**src/rtl/i2c_master_byte_engine_unit_assert.svh**
```systemverilog
// ----------------------------------------------------------------------------
// i2c master byte engine assertion macros
// Shared concurrent assertion forms, clocked on aclk, off during reset.
// ----------------------------------------------------------------------------
`ifndef I2C_MASTER_BYTE_ENGINE_UNIT_ASSERT_SVH
`define I2C_MASTER_BYTE_ENGINE_UNIT_ASSERT_SVH

// same-cycle implication
`define I2CMBE_ASSERT_NOW(name, ante, cons, msg) \
    name: assert property (@(posedge aclk) disable iff (!aresetn) (ante) |-> (cons)) \
        else $error(msg);

// next-cycle implication
`define I2CMBE_ASSERT_NEXT(name, ante, cons, msg) \
    name: assert property (@(posedge aclk) disable iff (!aresetn) (ante) |=> (cons)) \
        else $error(msg);

`endif

```
**src/rtl/i2cmbe_pkg.sv**
```systemverilog
// ----------------------------------------------------------------------------
// i2c master byte engine package
// Widths, command codes, sequencer phase codes and reset constants.
// ----------------------------------------------------------------------------
`default_nettype none

package i2cmbe_pkg;

    localparam int OP_W    = 3;
    localparam int BYTE_W  = 8;
    localparam int HALF_W  = 10;
    localparam int PHASE_W = 4;
    localparam int BIT_W   = 3;

    localparam logic [HALF_W-1:0] HALF_RESET = HALF_W'(30);
    localparam logic [BIT_W-1:0]  LAST_BIT   = BIT_W'(7);

    // commands
    localparam logic [OP_W-1:0] OP_NONE  = 3'd0;
    localparam logic [OP_W-1:0] OP_START = 3'd1;
    localparam logic [OP_W-1:0] OP_STOP  = 3'd2;
    localparam logic [OP_W-1:0] OP_WRITE = 3'd3;
    localparam logic [OP_W-1:0] OP_READ  = 3'd4;

    // sequencer phases
    localparam logic [PHASE_W-1:0] PH_IDLE    = 4'd0;
    localparam logic [PHASE_W-1:0] PH_ST1     = 4'd1;
    localparam logic [PHASE_W-1:0] PH_ST2     = 4'd2;
    localparam logic [PHASE_W-1:0] PH_SP1     = 4'd3;
    localparam logic [PHASE_W-1:0] PH_SP2     = 4'd4;
    localparam logic [PHASE_W-1:0] PH_WR_LOW  = 4'd5;
    localparam logic [PHASE_W-1:0] PH_WR_HIGH = 4'd6;
    localparam logic [PHASE_W-1:0] PH_WA_LOW  = 4'd7;
    localparam logic [PHASE_W-1:0] PH_WA_HIGH = 4'd8;
    localparam logic [PHASE_W-1:0] PH_RD_HIGH = 4'd9;
    localparam logic [PHASE_W-1:0] PH_RD_LOW  = 4'd10;
    localparam logic [PHASE_W-1:0] PH_RA_HIGH = 4'd11;

endpackage

`default_nettype wire

```
**src/rtl/i2c_master_byte_engine_unit.sv**
```systemverilog
// ----------------------------------------------------------------------------
// i2c master byte engine
// Tick-driven open-drain I2C master: start, stop, write byte, read byte.
// ----------------------------------------------------------------------------
// Usage:
//   Each input transaction on the s_ channel is one bus tick carrying the
//   sampled SDA level and, while the engine is idle, an optional command.
//   Each tick yields exactly one m_ transaction with the SCL/SDA drive levels,
//   busy, done, the last write acknowledge and the last read byte.
//   The result of an accepted tick is registered and presented in the next cycle.
//   Throughput is one tick per cycle while s_ready is high; the sequencer
//   update is a single pass from the state registers into the result register.
//   A result held by a stalled receiver does not stop input as long as m_ready
//   frees the result register in the same cycle; otherwise s_ready drops until
//   the held result is taken.
//   cfg_wr_en/cfg_wr_data load the half-period tick count (0 acts as 1).
//   Reset: engine idle, SCL and SDA released, half period 30 ticks, no pending
//   result.
// ----------------------------------------------------------------------------
`default_nettype none

module i2c_master_byte_engine_unit
    import i2cmbe_pkg::*;
(
    input  wire                 aclk,
    input  wire                 aresetn,

    input  wire                 cfg_wr_en,
    input  wire  [HALF_W-1:0]   cfg_wr_data,

    input  wire                 s_valid,
    output logic                s_ready,
    input  wire  [OP_W-1:0]     s_op,
    input  wire  [BYTE_W-1:0]   s_write_byte,
    input  wire                 s_send_ack,
    input  wire                 s_sda_in,

    output logic                m_valid,
    input  wire                 m_ready,
    output logic                m_scl_out,
    output logic                m_sda_out,
    output logic                m_busy_res,
    output logic                m_done_res,
    output logic                m_ack_received,
    output logic [BYTE_W-1:0]   m_read_byte
);

    logic [HALF_W-1:0]  half_reg;
    logic [PHASE_W-1:0] phase_reg,  phase_next;
    logic [BIT_W-1:0]   bit_cnt_reg, bit_cnt_next;
    logic [HALF_W-1:0]  wait_cnt_reg, wait_cnt_next;
    logic [BYTE_W-1:0]  shift_reg,  shift_next;
    logic               scl_reg,    scl_next;
    logic               sda_reg,    sda_next;
    logic               ack_reg,    ack_next;
    logic               ack_tx_reg, ack_tx_next;
    logic [BYTE_W-1:0]  rd_hold_reg, rd_hold_next;
    logic               done_next;

    logic               m_valid_reg;
    logic               m_scl_reg, m_sda_reg, m_busy_reg, m_done_reg, m_ack_reg;
    logic [BYTE_W-1:0]  m_rd_reg;

    logic               accept;
    logic [HALF_W-1:0]  delay_load;

    assign s_ready    = !m_valid_reg || m_ready;
    assign accept     = s_valid && s_ready;
    assign delay_load = (half_reg == '0) ? HALF_W'(1) : half_reg;

    // one sequencer step per tick
    always_comb begin
        phase_next    = phase_reg;
        bit_cnt_next  = bit_cnt_reg;
        wait_cnt_next = wait_cnt_reg;
        shift_next    = shift_reg;
        scl_next      = scl_reg;
        sda_next      = sda_reg;
        ack_next      = ack_reg;
        ack_tx_next   = ack_tx_reg;
        rd_hold_next  = rd_hold_reg;
        done_next     = 1'b0;

        if (phase_reg == PH_IDLE) begin
            unique case (s_op)
                OP_START: begin
                    sda_next      = 1'b1;
                    scl_next      = 1'b1;
                    wait_cnt_next = delay_load;
                    phase_next    = PH_ST1;
                end
                OP_STOP: begin
                    sda_next      = 1'b0;
                    scl_next      = 1'b1;
                    wait_cnt_next = delay_load;
                    phase_next    = PH_SP1;
                end
                OP_WRITE: begin
                    shift_next    = s_write_byte;
                    bit_cnt_next  = '0;
                    sda_next      = s_write_byte[BYTE_W-1];
                    wait_cnt_next = delay_load;
                    phase_next    = PH_WR_LOW;
                end
                OP_READ: begin
                    ack_tx_next   = s_send_ack;
                    shift_next    = '0;
                    bit_cnt_next  = '0;
                    sda_next      = 1'b1;
                    scl_next      = 1'b1;
                    wait_cnt_next = delay_load;
                    phase_next    = PH_RD_HIGH;
                end
                default: begin
                end
            endcase
        end else if (wait_cnt_reg > HALF_W'(1)) begin
            wait_cnt_next = wait_cnt_reg - HALF_W'(1);
        end else begin
            wait_cnt_next = '0;
            unique case (phase_reg)
                PH_ST1: begin
                    sda_next      = 1'b0;
                    wait_cnt_next = delay_load;
                    phase_next    = PH_ST2;
                end
                PH_ST2: begin
                    scl_next   = 1'b0;
                    phase_next = PH_IDLE;
                    done_next  = 1'b1;
                end
                PH_SP1: begin
                    sda_next      = 1'b1;
                    wait_cnt_next = delay_load;
                    phase_next    = PH_SP2;
                end
                PH_SP2: begin
                    phase_next = PH_IDLE;
                    done_next  = 1'b1;
                end
                PH_WR_LOW: begin
                    scl_next      = 1'b1;
                    wait_cnt_next = delay_load;
                    phase_next    = PH_WR_HIGH;
                end
                PH_WR_HIGH: begin
                    scl_next      = 1'b0;
                    shift_next    = {shift_reg[BYTE_W-2:0], 1'b0};
                    wait_cnt_next = delay_load;
                    if (bit_cnt_reg == LAST_BIT) begin
                        // release sda for the slave acknowledge
                        sda_next   = 1'b1;
                        phase_next = PH_WA_LOW;
                    end else begin
                        bit_cnt_next = bit_cnt_reg + BIT_W'(1);
                        sda_next     = shift_reg[BYTE_W-2];
                        phase_next   = PH_WR_LOW;
                    end
                end
                PH_WA_LOW: begin
                    scl_next      = 1'b1;
                    wait_cnt_next = delay_load;
                    phase_next    = PH_WA_HIGH;
                end
                PH_WA_HIGH: begin
                    ack_next   = !s_sda_in;
                    scl_next   = 1'b0;
                    phase_next = PH_IDLE;
                    done_next  = 1'b1;
                end
                PH_RD_HIGH: begin
                    shift_next    = {shift_reg[BYTE_W-2:0], s_sda_in};
                    scl_next      = 1'b0;
                    wait_cnt_next = delay_load;
                    phase_next    = PH_RD_LOW;
                end
                PH_RD_LOW: begin
                    scl_next      = 1'b1;
                    wait_cnt_next = delay_load;
                    if (bit_cnt_reg == LAST_BIT) begin
                        sda_next   = !ack_tx_reg;
                        phase_next = PH_RA_HIGH;
                    end else begin
                        bit_cnt_next = bit_cnt_reg + BIT_W'(1);
                        phase_next   = PH_RD_HIGH;
                    end
                end
                PH_RA_HIGH: begin
                    scl_next     = 1'b0;
                    sda_next     = 1'b1;
                    rd_hold_next = shift_reg;
                    phase_next   = PH_IDLE;
                    done_next    = 1'b1;
                end
                default: begin
                    phase_next = PH_IDLE;
                end
            endcase
        end
    end

    always_ff @(posedge aclk) begin
        if (!aresetn) begin
            half_reg <= HALF_RESET;
        end else if (cfg_wr_en) begin
            half_reg <= cfg_wr_data;
        end
    end

    always_ff @(posedge aclk) begin
        if (!aresetn) begin
            phase_reg    <= PH_IDLE;
            bit_cnt_reg  <= '0;
            wait_cnt_reg <= '0;
            shift_reg    <= '0;
            scl_reg      <= 1'b1;
            sda_reg      <= 1'b1;
            ack_reg      <= 1'b0;
            ack_tx_reg   <= 1'b0;
            rd_hold_reg  <= '0;
        end else if (accept) begin
            phase_reg    <= phase_next;
            bit_cnt_reg  <= bit_cnt_next;
            wait_cnt_reg <= wait_cnt_next;
            shift_reg    <= shift_next;
            scl_reg      <= scl_next;
            sda_reg      <= sda_next;
            ack_reg      <= ack_next;
            ack_tx_reg   <= ack_tx_next;
            rd_hold_reg  <= rd_hold_next;
        end
    end

    // result register
    always_ff @(posedge aclk) begin
        if (!aresetn) begin
            m_valid_reg <= 1'b0;
        end else if (accept) begin
            m_valid_reg <= 1'b1;
        end else if (m_ready) begin
            m_valid_reg <= 1'b0;
        end
    end

    always_ff @(posedge aclk) begin
        if (accept) begin
            m_scl_reg  <= scl_next;
            m_sda_reg  <= sda_next;
            m_busy_reg <= (phase_next != PH_IDLE);
            m_done_reg <= done_next;
            m_ack_reg  <= ack_next;
            m_rd_reg   <= rd_hold_next;
        end
    end

    assign m_valid        = m_valid_reg;
    assign m_scl_out      = m_scl_reg;
    assign m_sda_out      = m_sda_reg;
    assign m_busy_res     = m_busy_reg;
    assign m_done_res     = m_done_reg;
    assign m_ack_received = m_ack_reg;
    assign m_read_byte    = m_rd_reg;

    `include "i2c_master_byte_engine_unit_assert.svh"

    `I2CMBE_ASSERT_NOW(a_wait_nonzero, phase_reg != PH_IDLE, wait_cnt_reg != '0, "active phase with empty delay counter")
    `I2CMBE_ASSERT_NOW(a_done_not_busy, m_valid_reg && m_done_reg, !m_busy_reg, "done reported while still busy")
    `I2CMBE_ASSERT_NEXT(a_busy_tracks_phase, accept, m_busy_reg == (phase_reg != PH_IDLE), "busy flag disagrees with phase")
    `I2CMBE_ASSERT_NEXT(a_idle_no_cmd, accept && phase_reg == PH_IDLE && s_op != OP_START && s_op != OP_STOP && s_op != OP_WRITE && s_op != OP_READ, phase_reg == PH_IDLE, "idle engine left idle without a command")

endmodule

`default_nettype wire
```
**config.mk**
```make
export PLATFORM = sky130hd
export DESIGN_NAME = i2c_master_byte_engine_unit
export DESIGN_NICKNAME = d
export VERILOG_FILES = /design/src/rtl/i2cmbe_pkg.sv /design/src/rtl/i2c_master_byte_engine_unit.sv
export VERILOG_INCLUDE_DIRS = /design/src /design/src/rtl
export SDC_FILE = /design/constraint.sdc
export NUM_CORES = 1
export LEC_CHECK = 0
export CAP_MARGIN = 5
export CORE_MARGIN = 1
export CORE_UTILIZATION = 63
export DETAILED_ROUTE_END_ITERATION = 7
export DONT_BUFFER_PORTS = 1
export PLACE_DENSITY = 0.91
export REMOVE_ABC_BUFFERS = 1
export SYNTH_ARGS = -nofsm -noshare
export SYNTH_HDL_FRONTEND = slang
export SYNTH_SLANG_ARGS = --single-unit
```
**constraint.sdc**
```tcl
create_clock -name aclk -period 2.9 [get_ports aclk]
set_clock_uncertainty 0.05 [all_clocks]
set_input_delay 0.145 -clock aclk [delete_from_list [all_inputs] [get_ports aclk]]
set_output_delay 0.145 -clock aclk [all_outputs]
set_load 0.01 [all_outputs]
```
# Word-level counts from Yosys, hierarchy flattened
# Cells that the tools add are included.
[word_totals] ff_bits=61 input_bits=28 out_inout_bits=15
[op_classes] add_sub_neg=2 order_cmp=1 n_eq_ne=21 mux=39 n_reduce_logical=26
[ops] operator="$mux W10" n=5
[ops] operator="$mux W8" n=5
[ops] operator="$pmux W8 S2" n=2
[ops] operator="$pmux W4 S7" n=1
[ops] operator="$eq A4 B3 Y1 const B" n=4
[ops] operator="$eq A4 B4 Y1 const B" n=4
[ops] operator="$pmux W4 S4" n=1
[ops] operator="$mux W3" n=5
[ops] operator="$mux W1" n=13
[ops] operator="$gt A10 B1 Y1 const B" n=1
[ops] operator="$logic_not A10 Y1" n=1
[ops] operator="$reduce_or A2 Y1" n=5
[ops] operator="$sub A10 B1 Y10 const B" n=1
[ops] operator="$eq A4 B2 Y1 const B" n=2
[ops] operator="$mux W4" n=2
[ops] operator="$ne A2 B2 Y1 const B" n=4
[ops] operator="$reduce_or A4 Y1" n=2
[ops] operator="$reduce_or A7 Y1" n=1
[ops] operator="$eq A3 B2 Y1 const B" n=2
[ops] operator="$eq A3 B3 Y1 const B" n=2
[ops] operator="$reduce_or A3 Y1" n=2
[ops] operator="$reduce_and A5 Y1" n=1
[ops] operator="$reduce_or A5 Y1" n=1
[ops] operator="$eq A4 B1 Y1 const B" n=1
[ops] operator="other kinds (17)" n=21

# Longest topological paths before layout
[logic_depth] depth_word=6 depth_mapped=8 mapped_depth_nobuf=7

# Worst setup path after synthesis
# OpenSTA, ideal clock, no wires.
[synth_timing] path_kind="reg-to-reg" start="reg wait_cnt_reg[0]" end="reg m_busy_reg (netlist: m_busy_res), data pin" setup_time_ns=0.275 arrival_time_ns=1.885 required_time_ns=2.575 setup_slack_ns=0.690 stages_incl_launch_ff=9 period_less_slack_ns=2.210 cell_sequence="dfxtp_1 inv_1 ha_1 or2_2 nand4b_4 clkbuf_1 nor3_1 a221oi_1 nand4_1"
[synth_between] elab_chain_len=4
[synth_lines] element="from (decl)" line_no="i2c_master_byte_engine_unit.sv:51" text="logic [HALF_W-1:0] wait_cnt_reg, wait_cnt_next;"
[synth_lines] element="from (signal assigned)" line_no="i2c_master_byte_engine_unit.sv:224" text="wait_cnt_reg <= wait_cnt_next;"
[synth_lines] element="$gt A10 B1 Y1" line_no="i2c_master_byte_engine_unit.sv:117" text="end else if (wait_cnt_reg > HALF_W'(1)) begin"
[synth_lines] element="$mux W4" line_no="i2c_master_byte_engine_unit.sv:117"
[synth_lines] element="$mux W4" line_no="i2c_master_byte_engine_unit.sv:84" text="if (phase_reg == PH_IDLE) begin"
[synth_lines] element="$reduce_bool A4 Y1" line_no="i2c_master_byte_engine_unit.sv:249" text="m_busy_reg <= (phase_next != PH_IDLE);"
[synth_lines] element="to (signal assigned)" line_no="i2c_master_byte_engine_unit.sv:249"
[synth_lines] element="to (decl)" line_no="i2c_master_byte_engine_unit.sv:61" text="logic m_scl_reg, m_sda_reg, m_busy_reg, m_done_reg, m_ack_reg;"
# Every way passes these cells.
# A chain may end at the register's enable or synchronous reset.

# Worst setup path after layout
[layout_timing] start="reg wait_cnt_reg[0]" end="reg shift_reg[6]"
[layout_between] elab_chain_len=3
[layout_lines] element="$gt A10 B1 Y1" line_no="i2c_master_byte_engine_unit.sv:117"
[layout_lines] element="$ne A2 B2 Y1 (no line)"
[layout_lines] element="$reduce_and A4 Y1 (no line)"
[layout_lines] element="to (signal assigned)" line_no="i2c_master_byte_engine_unit.sv:225" text="shift_reg <= shift_next;"
[layout_lines] element="to (decl)" line_no="i2c_master_byte_engine_unit.sv:52" text="logic [BYTE_W-1:0] shift_reg, shift_next;"
# Every way passes these cells.

==> flow_summary.yaml <==
cts:
  cts_buffer_depth: 2
  ctsHoldBuffers: 23
  cts_resized: 0
  root_buffer: "clkbuf_8"
  cts_made_buffers: 9
  cts_setup_buffers: 0
  path_clk_slew_ns: 0.07
  cts.sinks: 61
  clk_latency_ns: 0.35
  cts_tree: "done"
  htree_levels: 3
route:
  vias: 2994
  wl_per_cell_um: 19.3
  ant_nets: 0
  dr.pass1.iters: 5
  route.met2.wl_mm: 4.49
  drc: 0
  m1WireLength_mm: 3.39
  top_layer: "met4"
  drt_iter0_drc: 328
  vias_per_cell: 6.58
  wl_met3_um: 654
  wl_mm: 8.77
power_and_ir_drop:
  p_leak_nw: 1.49
  totalPowerFinal_w: 0.00259
  peakVddDrop_mv: 0.798
  power-per-cell-area_mw_per_mm2: 667
sta:
  fmax_mhz: 394
  setup_viol_count_final: 0
  rsz0062_at_grt: "false"
  tns_ns: 0
  final_max_slew_viol_count: 0
  fin_ws_ns: 0.361
  min_period_ns: 2.54
  fin_crit_sh_pct: 87.5
  slew_headroom_pct: 44.3
  tightestPinTransition_ns: 0.835
  finalHoldViolations: 0
cells_and_area:
  syn2layout_area_growth_pct: 15.1
  nNetsFinal: 412
  multiInputGateArea_mm2: 0.00189
  layout-drive-gt1-share_pct: 12.7
  final_core_util_pct: 75.7
  final_common_cell: "dfxtp_1"
  final_cell_mix: "dfxtp_1, nand2_1, o21ai_0"
  nFillCells: 344
  register_area_mm2: 0.00135
  stdcell_area_mm2: 0.00389
  n_antenna_cell: 0
critical_path:
  crit_fanout: 18
  rr_endpoint: "shift_reg[6]"
  cp-start-kind: "flip-flop"
  r2r-start: "wait_cnt_reg[0]"
  reg2reg_setup_slack_ns: 0.36
  crit_type: "reg2reg"
  startpoint: "wait_cnt_reg[0]"
  critPathRequiredTime_ns: 3.09
  cp-end-kind: "flip-flop"
  endpoint: "shift_reg[6]"
  r2r_cells: 7
  critPathArrivalTime_ns: 2.72
synth:
  synth_edf_count: 13
  async_reset_ff_share_pct: 0
  synth_flop_cell: "dfxtp_1"
  avgSynthCellArea_um2: 9.41
  seq_area_frac_synth_pct: 40.0
  syn_inst: 359
  synth.distinct_cells: 61
  netlist_area_mm2: 0.00338
  ys_ff_latch: 61
  yosysWarnings: 0
global_route:
  grt_use_total_pct: 33.0
  grt_overflow_total: 0
  antenna_found_initial: 0
  grt_max_degree: 51
  grt_pass1_wl_mm: 13.7
  grt_pass1_vias: 2870
hold_path:
  worstHoldPathType: "in2reg"
floorplanning:
  rows: 26
  pin_count: 43
  core-area_mm2: 0.00514
  die_x_um: 75.2
  initial_utilization_pct: 65.7
  die_h_um: 75.2
  fp.dieArea_mm2: 0.00566
placement:
  hpwl_mm: 5.34
  portBuffers: 0
  gp_congestion: 0.846
  placed_area_mm2: 0.00344
  preCtsSetupSlack_ns: 0.401
flow_run:
  maxCapViolCount: 0
status:
  status: "finished clean"
[cells in the mapped netlist (2+ instances only)]
library cell | number | area, um2
dfxtp_1 | 48 | 961
nand2_1 | 35 | 131
o21ai_0 | 27 | 135
mux2i_1 | 23 | 230
nor2b_1 | 19 | 119
clkbuf_1 | 18 | 67.6
nor2_1 | 14 | 52.6
edfxtp_1 | 13 | 390
a21oi_1 | 11 | 55.1
mux2_2 | 9 | 101
a22oi_1 | 8 | 60.1
nor3_1 | 8 | 40.0
xnor2_1 | 8 | 70.1
a32o_1 | 7 | 70.1
nand2b_1 | 7 | 43.8
o211a_1 | 7 | 70.1
inv_1 | 6 | 22.5
nand3_1 | 6 | 30.0
a21boi_0 | 5 | 37.5
a31oi_1 | 5 | 31.3
ha_1 | 4 | 50.1
o211ai_1 | 4 | 30.0
o22ai_1 | 4 | 25.0
or2_2 | 4 | 25.0
or4_1 | 4 | 30.0
a21o_1 | 3 | 22.5
nor4_1 | 3 | 18.8
o21a_1 | 3 | 22.5
xor2_1 | 3 | 26.3
and2_1 | 2 | 12.5
and3_1 | 2 | 12.5
buf_1 | 2 | 7.51
buf_2 | 2 | 10.0
buf_6 | 2 | 22.5
nand3b_1 | 2 | 15.0
nor3_2 | 2 | 20.0
nor4_4 | 2 | 42.5
o221ai_1 | 2 | 17.5
o22a_1 | 2 | 17.5
or3_1 | 2 | 12.5
[layout make-up]
cell class	instances	area share, %
Inverter	7	0.675
Tap cell	70	2.25
Timing Repair Buffer	34	8.30
Multi-Input combinational cell	267	48.7
Clock inverter	5	1.45
Clock buffer	11	3.92
Sequential cell	61	34.7
[metrics by stage]
stage	hold slack, ns	cells
floorplan	0.157	335
CTS	0.000641	455
global placement	0.162	416
global route	0.0113	455
finish	0.0117	455
detailed placement	0.163	416
[kinds of logic (layout without fill, tap and decap cells)]
group           count (synthesis)  in the layout  synth area share [%]
flops                          61             61                  40.0
buf+inv                        31             57                  3.96
fa+ha+maj                       4              4                  1.48
xor+xnor                       11             11                  2.85
simple gates                  121            121                  21.1
compound gates                 99             99                  20.8
mux                            32             32                  9.81
[metal layers]
metal  global-route usage [%]  vias up
met5                        0        -
met4                     16.5        0
met2                     57.6      161
li1                         -     1378
met1                     36.2     1426
met3                     10.4       29
[critical path, stage by stage (launching register included)]
cell,delay (ns)
dfxtp_1,0.34
inv_1,0.08
ha_1,0.28
or2_2,0.21
nand4b_4,0.30
a2111oi_4,0.85
nand2_1,0.14
o211a_1,0.18
[how the worst min path moves through the flow]
stage,from,to,slack (ns),depth (start not counted)
after floorplan,aresetn,half_reg[1],0.16,1
after global placement,aresetn,half_reg[3],0.16,1
after detailed placement,aresetn,half_reg[1],0.16,1
after CTS,aresetn,half_reg[3],0.0006,2
after global routing,aresetn,half_reg[4],0.01,2
final,aresetn,half_reg[4],0.01,2
[where the power goes]
| group | internal, W | switching [W] | leakage [nW] |
|---|---|---|---|
| clock | 0.000450 | 0.000349 | 0.109 |
| sequential | 0.000944 | 0.0000905 | 0.520 |
| combinational | 0.000312 | 0.000450 | 0.856 |
Note: power is estimated with default switching activity, not from simulation.
